$ cat src/rtl/quaternion_pose_to_matrix_assert.svh
// assertion macros for the quaternion pose to matrix block
// used by the top level only, expects clk and rst_n in scope
`ifndef QUATERNION_POSE_TO_MATRIX_ASSERT_SVH
`define QUATERNION_POSE_TO_MATRIX_ASSERT_SVH

// property that must hold at every edge outside reset
`define QP2M_ASSERT(lbl, expr) \
    lbl: assert property (@(posedge clk) disable iff (!rst_n) (expr)) \
        else $error("qp2m assertion failed");

// property that must hold at the edge after a condition holds
`define QP2M_ASSERT_NEXT(lbl, cond, expr) \
    lbl: assert property (@(posedge clk) disable iff (!rst_n) (cond) |=> (expr)) \
        else $error("qp2m assertion failed");

`endif

$ cat src/rtl/qp2m_pkg.sv
// shared constants and types for the quaternion pose to matrix block
// no dependencies
package qp2m_pkg;

    localparam int FRAC_BITS = 14;
    localparam int NLANE     = 9;                 // rotation entries
    localparam int QW        = FRAC_BITS + 2;     // quotient bits, one half-lsb extra
    localparam int NCELL     = QW;                // one divider cell per quotient bit
    localparam int NW        = 33;                // norm and magnitude width
    localparam int RW        = NW + 1;            // partial remainder width
    localparam int NUMW      = 35;                // signed numerator width
    localparam int PW        = 32;                // position width

    localparam logic [15:0] ONE_SAT = (FRAC_BITS >= 15) ? 16'h7fff : 16'(1 << FRAC_BITS);

    // lanes on the diagonal: elem_0, elem_5, elem_10
    localparam logic [NLANE-1:0] DIAG_MASK = 9'b100010001;

    typedef struct packed {
        logic [NLANE-1:0]           neg;
        logic [NLANE-1:0][RW-1:0]   rem;
        logic [NLANE-1:0][QW-1:0]   quo;
        logic [NW-1:0]              norm;
        logic                       zero;
        logic [2:0][PW-1:0]         pos;
    } div_t;

endpackage

$ cat src/rtl/qp2m_div_cell.sv
// one divider cell: one quotient bit for every lane, then hand on
// depends on qp2m_pkg
module qp2m_div_cell (
    input  logic           clk,
    input  logic           rst_n,
    input  logic           en,
    input  logic           in_valid,
    input  qp2m_pkg::div_t in_data,
    output logic           out_valid,
    output qp2m_pkg::div_t out_data
);
    import qp2m_pkg::*;

    logic          valid_reg;
    div_t          data_reg, data_next;
    logic          qbit;
    logic [RW-1:0] diff;

    always_comb
    begin
        qbit = 1'b0;
        diff = '0;
        data_next = in_data;
        for (int i = 0; i < NLANE; i++)
        begin
            qbit = (in_data.rem[i] >= {1'b0, in_data.norm});
            diff = qbit ? (in_data.rem[i] - {1'b0, in_data.norm}) : in_data.rem[i];
            data_next.rem[i] = {diff[RW-2:0], 1'b0};
            data_next.quo[i] = {in_data.quo[i][QW-2:0], qbit};
        end
    end

    always_ff @(posedge clk or negedge rst_n)
    begin
        if (!rst_n)
            valid_reg <= 1'b0;
        else if (en)
            valid_reg <= in_valid;
    end

    always_ff @(posedge clk)
    begin
        if (en)
            data_reg <= data_next;
    end

    assign out_valid = valid_reg;
    assign out_data  = data_reg;

endmodule

$ cat config.mk
export PLATFORM = sky130hd
export DESIGN_NAME = qp2m_div_cell
export DESIGN_NICKNAME = d
export VERILOG_FILES = /design/src/rtl/quaternion_pose_to_matrix_assert.svh /design/src/rtl/qp2m_pkg.sv /design/src/rtl/qp2m_div_cell.sv
export SDC_FILE = /design/constraint.sdc
export NUM_CORES = 1
export LEC_CHECK = 0
export BUFFER_PORTS_ARGS = -buffer_cell sky130_fd_sc_hd__buf_2
export CAP_MARGIN = 20
export CORE_AREA = 3 3 463 465
export CTS_CLUSTER_SIZE = 25
export DETAILED_ROUTE_END_ITERATION = 6
export DIE_AREA = 0 0 466 468
export GPL_TIMING_DRIVEN = 0
export HOLD_SLACK_MARGIN = 0.05
export PLACE_DENSITY = 0.44
export SKIP_LAST_GASP = 1
export SLEW_MARGIN = 10
export SYNTH_ARGS = -nofsm -noshare
export SYNTH_HDL_FRONTEND = slang
export SYNTH_SLANG_ARGS = --single-unit
$ cat constraint.sdc
create_clock -name clk -period 0.9 [get_ports clk]
set_clock_uncertainty 0.05 [all_clocks]
set_input_delay 0.135 -clock clk [delete_from_list [all_inputs] [get_ports clk]]
set_output_delay 0.135 -clock clk [all_outputs]
set_load 0.01 [all_outputs]
After elaboration in Yosys (flattened, before gate mapping)
Index checks and enable logic that the tools add are counted.

Add/subtract/negate cells: 9. Magnitude comparators: 9. Mux-type cells: 9.

Operators by type and width (count): >= comparator 34 x 33 -> 1 bit (9); 2-to-1 mux 33 bit (9); subtractor 33 bit (9).

Flip-flop bits (word level): 581. Bits of input ports: 593. Output and inout bits: 590. Word-level logic and storage cells: 52.

Logic depth before layout (Yosys ltp)
Gate-level depths: netlist of the first run.

Depth after elaboration: 2. Gate-level depth with buffers: 16. Mapped depth without buffers: 14.

Least setup slack after synthesis of the first run
No wires, ideal clock.

Path kind: input to register. Start: input in_data[98] (netlist bit). End: register data_reg (netlist bit out_data[537]) (data pin). Library setup time: 0.260 ns. Data arrival time: 3.229 ns. Data required time: 0.590 ns. Setup slack: -2.639 ns. Stages: 12. Path buffers: 1. Cells stage by stage: inv_1 > fa_1 > a21o_1 > a21oi_2 > nor2b_2 > o41ai_4 > o221ai_2 > o21ai_4 > a311oi_1 > nor4_4 > buf_6 > mux2_2.

RTL lines: start: declaration (RTL line qp2m_div_cell.sv:8) `input qp2m_pkg::div_t in_data,`; end signal: assignment (RTL line qp2m_div_cell.sv:44) `data_reg <= data_next;`; end: declaration (RTL line qp2m_div_cell.sv:15) `div_t data_reg, data_next;`.

==> results, run 1 <==
- Entering global routing, the biggest net connects 109 pins.
- The worst hold path passes through 2 cells.
- The final-layout worst hold slack is -0.338 ns.
- After synthesis, the share of flip-flops with an asynchronous set or reset is 0.00172.
- Static timing analysis puts the maximum clock frequency at 342 MHz.
- Clock latency on the worst-skew pair, taken at its later pin, is 0.72 ns.
- During I/O placement, the number of pins put on the boundary was 1183.
- The post-synthesis adder-cell area fraction is 0.105.
- The final weighted congestion in routability-driven placement is 0.904.
- The slowest cell on the critical path is sky130_fd_sc_hd__fa_2.
- The reg-to-reg startpoint is out_valid.
- The floorplan core area is 0.210 mm2.
- The half-perimeter wire length after detailed placement is 191 mm.
- For this block, the routed nets add up to 247 mm of wire.
- CTS built an H-tree with a depth of 3.
- The critical path launch point type is a primary input.
- The flow ran to the end, but the final reports show violations.
- The summed instance area of the synthesized netlist is 0.0371 mm2.
- The total of max-cap violations is 0.
- The critical path data arrival time is 3.41 ns.
- The synthesized flop and latch total is 581.
- Of the total synthesized cell area, the portion taken by XOR and XNOR cells is 0.0541.
- For this design the static power due to leakage is 27.2 nW.
- The first-pass GRT wire length is 318 mm.
- STA classifies the critical path endpoint as a flip-flop.
- The die width is 466 um.
- The end point of the most critical hold path is out_data[313].
- The initial antenna violation count is 147.
- The compound-cell area share of the yosys netlist is 0.193.
- In this run the deepest clock path goes through 3 buffers.
- For this design, the sink count on the clock tree is 581.
- After synthesis, the mean cell area works out to 10.6 um2.
- The prevailing post-synth register cell is sky130_fd_sc_hd__edfxtp_1.
- The cell count after synthesis is 3505.
- The total count of hold-check failures in the final report is 80.
- For this run, design rule violations remaining after detail routing come to 2.
- In this run the power density over the cells is 1630 mW/mm2.
- After layout, the worst setup slack is -2.02 ns.
- The final number of setup-violating endpoints is 1484.
- The share of cells above drive strength 1 is 0.418.
- The checks that failed: design-rule violations, negative hold slack, negative setup slack.
- The reg-to-reg endpoint is out_valid.
- Setup repair after global routing could not meet its margin everywhere.
- After detailed routing, the number of vias per cell comes to 4.56.
- The critical path start-end classification is in -> reg.
- Of all cell types, the one taking the most synthesized area is sky130_fd_sc_hd__edfxtp_1.
- The final layout contains 6709 nets.
- Across every metal layer, demand over resource in global routing totals 0.211.
- The mux contribution to synthesized area is 0.0309.
- The register clock-pin slew on the reported worst setup and hold paths is 0.06 ns.
- TritonCTS built the clock tree.
- The most frequent standard cell in the layout excluding fill and tap cells is sky130_fd_sc_hd__buf_2.
- The signal on the critical path passes through buf_8 -> clkinvlp_4 -> buf_12 -> buf_16 -> buf_4 -> buf_6 -> fa_2 -> a211oi_2 -> o21ai_2 -> a211oi_2 -> o31a_1 -> buf_6 -> o2111ai_4 -> a31oi_4 -> buf_12 -> nor3_1 -> mux2_2 -> a311oi_2.
- The CTS buffer count is 84.
- The worst register-to-register path has a depth of 1.
- The sequential share of the synthesized area is 0.470.
- Counting flops with a built-in enable in the synthesized netlist gives 580.
- Data on the critical path is required at its endpoint by 1.39 ns.
- During synthesis, Yosys emitted a total of 0 warnings.
- The mean routed wirelength per cell is 28.3 um.
- The number of unique standard cell types used by synthesis is 96.
- The layout has 21600 filler cells.
- The master cell of the clock root buffer is sky130_fd_sc_hd__clkbuf_16.
- At the pin with the least slew margin, the transition time is 0.715 ns.
- The residual antenna-violating net count after detailed routing is 0.
- The count of pins over their slew limit is 0.
- The area growth from synthesis to layout is 78.5%.
- The share of Yosys cell area claimed by the top area cell type is 0.469.
- The class of the tightest hold or removal check is in -> reg.
- The library cells used most frequently in the layout, excluding fill and tap cells, are sky130_fd_sc_hd__buf_2 (1158), sky130_fd_sc_hd__dlygate4sd3_1 (749), sky130_fd_sc_hd__edfxtp_1 (580).
- The worst hold path startpoint is in_data[312].
- In the post-synthesis netlist, the biggest area contributors are sky130_fd_sc_hd__edfxtp_1 (47%), sky130_fd_sc_hd__ha_1 (10%), sky130_fd_sc_hd__a21oi_1 (4.6%), sky130_fd_sc_hd__o21ai_0 (3.5%), sky130_fd_sc_hd__a21o_1 (3.3%).
- The total die area is 0.218 mm2.
- The detailed router's first-iteration violation count is 2595.
- The maximum ir drop on the vdd rail is 1.62 mV.
- The ratio of final minimum period to clock period is 3.25.
- The worst pin sits at a relative slew slack of 0.523.
- At the placement stage, the worst setup path has a slack of -3.99 ns.
- The worst register-to-register path has a setup slack of 0.06 ns.
- In this design, the stage delay of the slowest critical-path cell is 0.36 ns.
- The number of global-route vias before repair is 38700.
- Of all nets on the critical path, the largest fanout is 5.
- The first detailed-routing pass took 7 iterations.
- After synthesis, the largest family of logic cells by area is compound AO/OA/AOI/OAI gates.
- The share of synthesized cell area in and, or, nand and nor gates is 0.119.
- The routed design could run at a clock period as short as 2.92 ns.
- In this run the core area contains 168 standard-cell rows.
- The sum of overflow across all layers after global routing is 0.
- The via count is 39900.
- For this configuration, the core starts out at a cell density of 0.177.
- Summing all placed instances gives a cell area of 0.0474 mm2.
- The total non-filler cell area in the finished layout is 0.0662 mm2.
- The vertical die dimension is 468 um.
- Input and output buffers added on the ports amount to 1164.
[state kept, by name, indices dropped and copies added, names as in the netlist]
register,cells
out_valid,1
out_data,580
[critical path, delay by kind of cell]
family / cells / cell delay [ns]
compound gates: 7 / 1.57
mux: 1 / 0.29
fa+ha+maj: 1 / 0.36
buf+inv: 8 / 0.98
simple gates: 1 / 0.04
[per-layer routing]
metal | global-route usage | routed length [um] | up-vias | part of all wire
met5 | 0 | 379 | - | 0.0015
met2 | 0.363 | 118000 | 1736 | 0.48
met1 | 0.232 | 90300 | 19500 | 0.37
met3 | 0.0536 | 18300 | 578 | 0.074
met4 | 0.136 | 19700 | 62 | 0.080
li1 | - | - | 18000 | -
[how the worst max path moves through the flow]
stage,endpoint,cells after the start,from
floorplan,out_data[517],12,in_data[98]
global placement,out_valid,2,en
detailed placement,out_data[300],13,in_data[97]
CTS,out_data[572],14,in_data[98]
global route,out_data[320],15,in_data[316]
finish,out_data[371],18,in_data[98]
[what timing repair did]
item,in CTS,in global routing
hold buffers,718,88
hold endpoints to repair,647,201
buffers inserted,91,168
pin swaps,82,236
gates cloned,14,21
setup endpoints to repair,1229,1334
gates resized for setup,418,977
[Yosys cell counts (all sizes together) (9+ instances only)]
master	n
a21boi	14
inv	121
a211o	11
a41oi	9
a211oi	33
nand2b	37
o211ai	28
buf	46
ha	297
o31ai	26
a21oi	343
mux2i	10
a31oi	31
nand2	281
a21o	165
nor2b	38
edfxtp	580
or3	11
o21bai	31
nand3b	9
xnor2	137
and2	16
o21a	47
xor2	92
or2	10
nor2	246
o21ai	268
nor4	18
nand4	40
nand3	90
and3	33
a2111oi	11
fa	9
clkbuf	76
nor3	58
mux2	93
a31o	13
[area by class of cell]
cell class	instances	area, um2	area share
inverter	121	663	0.0100
sequential	581	17400	0.263
antenna	56	140	0.00212
timing repair buffer	2242	17600	0.266
buffer	91	1040	0.0157
clock inverter	52	528	0.00797
multi-input combinational	2689	23100	0.349
tap	2805	3510	0.0530
clock buffer	102	2180	0.0329
[stage by stage]
step | std cells | utilization | total power (W) | hold slack [ns] | setup TNS (ns)
after global placement | 7482 | 0.222 | 0.0625 | -0.141 | -7524.28
after floorplan | 3513 | - | 0.0498 | -0.211 | -672.77
final | 8739 | 0.315 | 0.108 | -0.338 | -1157.17
after detailed placement | 7520 | 0.226 | 0.0636 | -0.139 | -1772.40
after global routing | 8721 | 0.315 | 0.113 | -0.386 | -1257.29
after CTS | 8483 | 0.286 | 0.104 | -0.452 | -1189.51
[cell families (layout without fill, tap and decap cells)]
family	count (synthesis)	after routing
AOI/OAI and AO/OA	1116	1116
and+or+nand+nor	926	926
xor gates and xnor gates	229	229
muxes	103	103
other	1	65
DFF	581	581
buffers and inverters	243	2608
adders and majority gates	306	306
[report_power, final]
group	internal (W)	total [W]	switching, W
clock	0.0191	0.0339	0.0148
sequential	0.0340	0.0352	0.00118
combinational	0.0172	0.0386	0.0214
total	0.0703	0.108	0.0373
(Power assumes the default switching activity.)
==> inputs of run 2 (changes only) <==
- BUFFER_PORTS_ARGS: -buffer_cell sky130_fd_sc_hd__buf_2 -> unset
- DONT_BUFFER_PORTS: unset -> 1
- PLACE_DENSITY: 0.44 -> 0.39
==> run 2 against run 1 <==
Against the previous run: the run ends with negative hold slack, max-slew violations, negative setup slack left; critical path depth is 6 lower; clock power is 2% lower; first-iteration DRC count is 13% higher; die area stayed put; highest routed layer unchanged.
==> results, run 2 (same netlist as run 1, synthesis figures left out) <==
- The final weighted congestion in routability-driven placement came to 0.903 (about the same).
- The number of levels the H-tree was split into is 3 (unchanged).
- The total count of hold-check failures in the final report is 204 (+160%).
- The met1 track demand over resource was 0.228 (-0.00408).
- The peak per-stage delay on the critical path is 0.63 ns (+0.27 ns).
- The power density normalized to cell area is 1660 mW/mm2 (+2.3%).
- The routing layer with the top usage in global route is met2.
- The area growth from synthesis to final layout is 67.7%.
- The static leakage is 24.1 nW (-12%).
- The number of remaining DRC errors is 0 (-2).
- The maximum clock path buffer count is 3 (unchanged).
- The first-pass GRT wire length is 296 mm (-6.9%).
- The die width came to 466 um (unchanged).
- The total non-filler cell area in the finished layout is 0.0622 mm2 (-6.0%).
- The core occupancy in the finished layout is 0.296 (-0.0190).
- The total I/O pin count is 1183 (unchanged).
- The highest fanout seen on the critical path was 7 (+2).
- The number of global-route vias before repair is 34500 (-11%).
- The detailed router's first-iteration violation count is 2925 (+13%).
- The number of I/O port buffers was 0 (-100%).
- Setup repair after global routing could not meet its margin everywhere.
- The class of the tightest hold or removal check is in -> reg.
- The routing usage on met3 is 0.0451 (-0.00846).
- The maximum ir drop on the vdd rail is 1.58 mV (-2.4%).
- The smallest setup slack after layout is -2.05 ns (-0.0265 ns).
- The slowest cell on the critical path is sky130_fd_sc_hd__dlygate4sd3_1.
- The clock insertion delay at the later pin of the skew report is 0.67 ns (-0.05 ns).
- The critical path goes through dlygate4sd3_1 -> fa_2 -> a211oi_4 -> o31ai_4 -> nand2_2 -> o311ai_4 -> a221oi_4 -> o211ai_1 -> a41oi_2 -> buf_4 -> buf_12 -> mux2_2.
- The vertical die dimension is 468 um (unchanged).
- The total of max-cap violations is 0 (unchanged).
- The instance area at placement is 0.0414 mm2 (-13%).
- The critical path launch point type is a primary input.
- The total die area is 0.218 mm2 (unchanged).
- The register clock-pin slew on the reported worst setup and hold paths is 0.06 ns (about the same).
- The total chip power is 0.104 W (-3.8%).
- The sum of overflow across all layers after global routing is 0 (unchanged).
- The checks that failed: negative hold slack, max-slew violations, negative setup slack.
- The slew of the pin with the lowest slew margin is 2.33 ns (+1.62 ns).
- The most frequent standard cell in the layout excluding fill and tap cells is sky130_fd_sc_hd__dlygate4sd3_1.
- The logic depth of the worst register-to-register path is 1 (unchanged).
- The cell depth of the worst min-delay path is 0 (-2).
- STA classifies the critical path endpoint as a flip-flop.
- The count of pins over their slew limit came to 244 (+244).
- The floorplan core area is 0.210 mm2 (unchanged).
- The number of clock sinks is 581 (unchanged).
- The layout net count is 5710 (-15%).
- The final number of setup-violating endpoints is 1112 (-25%).
- The required time reported for the critical path endpoint is 1.34 ns (-0.05 ns).
- The ratio of final minimum period to clock period is 3.28 (+0.0294).
- The residual antenna-violating net count after detailed routing came to 0 (unchanged).
- The initial core utilization is 0.177 (unchanged).
- The half-perimeter wire length after detailed placement came to 174 mm (-9.2%).
- The via density per instance is 4.65 (+1.8%).
- The run finished, with violations left.
- The time the worst path needs with I/O delays and setup is 2.95 ns (+0.0265 ns).
- The maximum operating frequency is 339 MHz (-0.90%).
- The critical path start-end classification is in -> reg.
- The total iterations of the first detailed-routing run is 6 (-1).
- The share of cells above drive strength 1 is 0.268 (-0.150).
- The number of flip-flops in the largest register was 580 (unchanged).
- TritonCTS built the clock tree.
- The tree is rooted in a sky130_fd_sc_hd__clkbuf_16.
- The via count is 35800 (-10%).
- The mean routed wirelength per cell is 30.1 um (+6.4%).
- The fraction of met2 tracks used by global routing is 0.332 (-0.0304).
- The final-layout worst hold slack is -0.554 ns (-0.216 ns).
- The critical path data arrival time was 3.39 ns (-0.02 ns).
- The minimum setup slack after placement is -3.76 ns (+0.225 ns).
- The total global routing track utilization is 0.196 (-0.0148).
- The maximum number of pins on one net before global-route repair is 582 (+430%).
- The CTS buffer count came to 78 (-7.1%).
- The tightest slew margin relative to the limit is -0.556 (-1.08).
- The initial antenna violation count came to 49 (-67%).
- The library cells used most frequently in the layout, excluding fill and tap cells, are sky130_fd_sc_hd__dlygate4sd3_1 (789), sky130_fd_sc_hd__edfxtp_1 (580), sky130_fd_sc_hd__a21oi_1 (260).
- The count of standard-cell rows was 168 (unchanged).
- The routed wire length is 232 mm (-6.2%).
run 2: cell types whose count changed in the layout (fill, tap and decap cells not counted), moves of 18 or more:
cell	delta
sky130_fd_sc_hd__a21oi_2	-18
sky130_fd_sc_hd__buf_2	-1158
sky130_fd_sc_hd__buf_4	+43
sky130_fd_sc_hd__diode_2	-26
sky130_fd_sc_hd__dlygate4sd3_1	+40
sky130_fd_sc_hd__dlymetal6s4s_1	+100
sky130_fd_sc_hd__ha_1	-50
sky130_fd_sc_hd__ha_4	+53
sky130_fd_sc_hd__nand2_1	+19
sky130_fd_sc_hd__nor2_1	+23
sky130_fd_sc_hd__o21ai_0	+19
run 2: path summary, 6_finish.rpt:
kind	from	to	slack [ns]
worst min-delay path	in_data[102]	out_data[102]	-0.55
max in group asynchronous	rst_n	out_valid	0.55
worst max-delay path	in_data[411]	out_data[412]	-2.05
min in group asynchronous	rst_n	out_valid	0.15
worst min register to register	out_valid	out_valid	0.54
worst max register to register	out_valid	out_valid	0.04
run 2: cell type report:
cell class | count | area (um2)
fillers | 21400 | 148000
multi-input cells | 2689 | 23400
flip-flops and latches | 581 | 17400
repair buffers | 1260 | 13400
well taps | 2805 | 3510
clock buffers | 90 | 2020
plain buffers | 80 | 991
inverters | 121 | 691
clock inverters | 51 | 626
diodes | 30 | 75.1
run 2: layer usage:
layer	routed length (um)	vias up
li1	-	16000
met1	89500	17800
met2	110000	1637
met3	16200	369
met4	15500	14
met5	90	-
run 2: metrics by stage:
step                setup TNS, ns  std cells
floorplan                 -672.77       3513
global placement         -1247.56       6318
detailed placement        -991.50       6349
CTS                       -869.45       7448
global route              -867.26       7691
finish                    -894.86       7707
run 2: power by group:
part,internal (W),switching (W)
clock,0.0190,0.0143
sequential,0.0343,0.00532
combinational,0.0152,0.0156
run 2: critical path: cells and delay by family:
family          cells  cell delay (ns)
compound gates      6             1.34
buf+inv             3             0.98
fa+ha+maj           1             0.46
mux                 1             0.35
simple gates        1             0.12
run 2: timing repair:
| item | in CTS | in global routing |
|---|---|---|
| setup endpoints to repair | 887 | 888 |
| pin swaps | 153 | 181 |
| endpoints found under the hold margin | 1131 | 526 |
| hold buffers | 784 | 119 |
| buffers inserted | 178 | 127 |
| gates resized for setup | 738 | 739 |
| gates cloned | 21 | 11 |
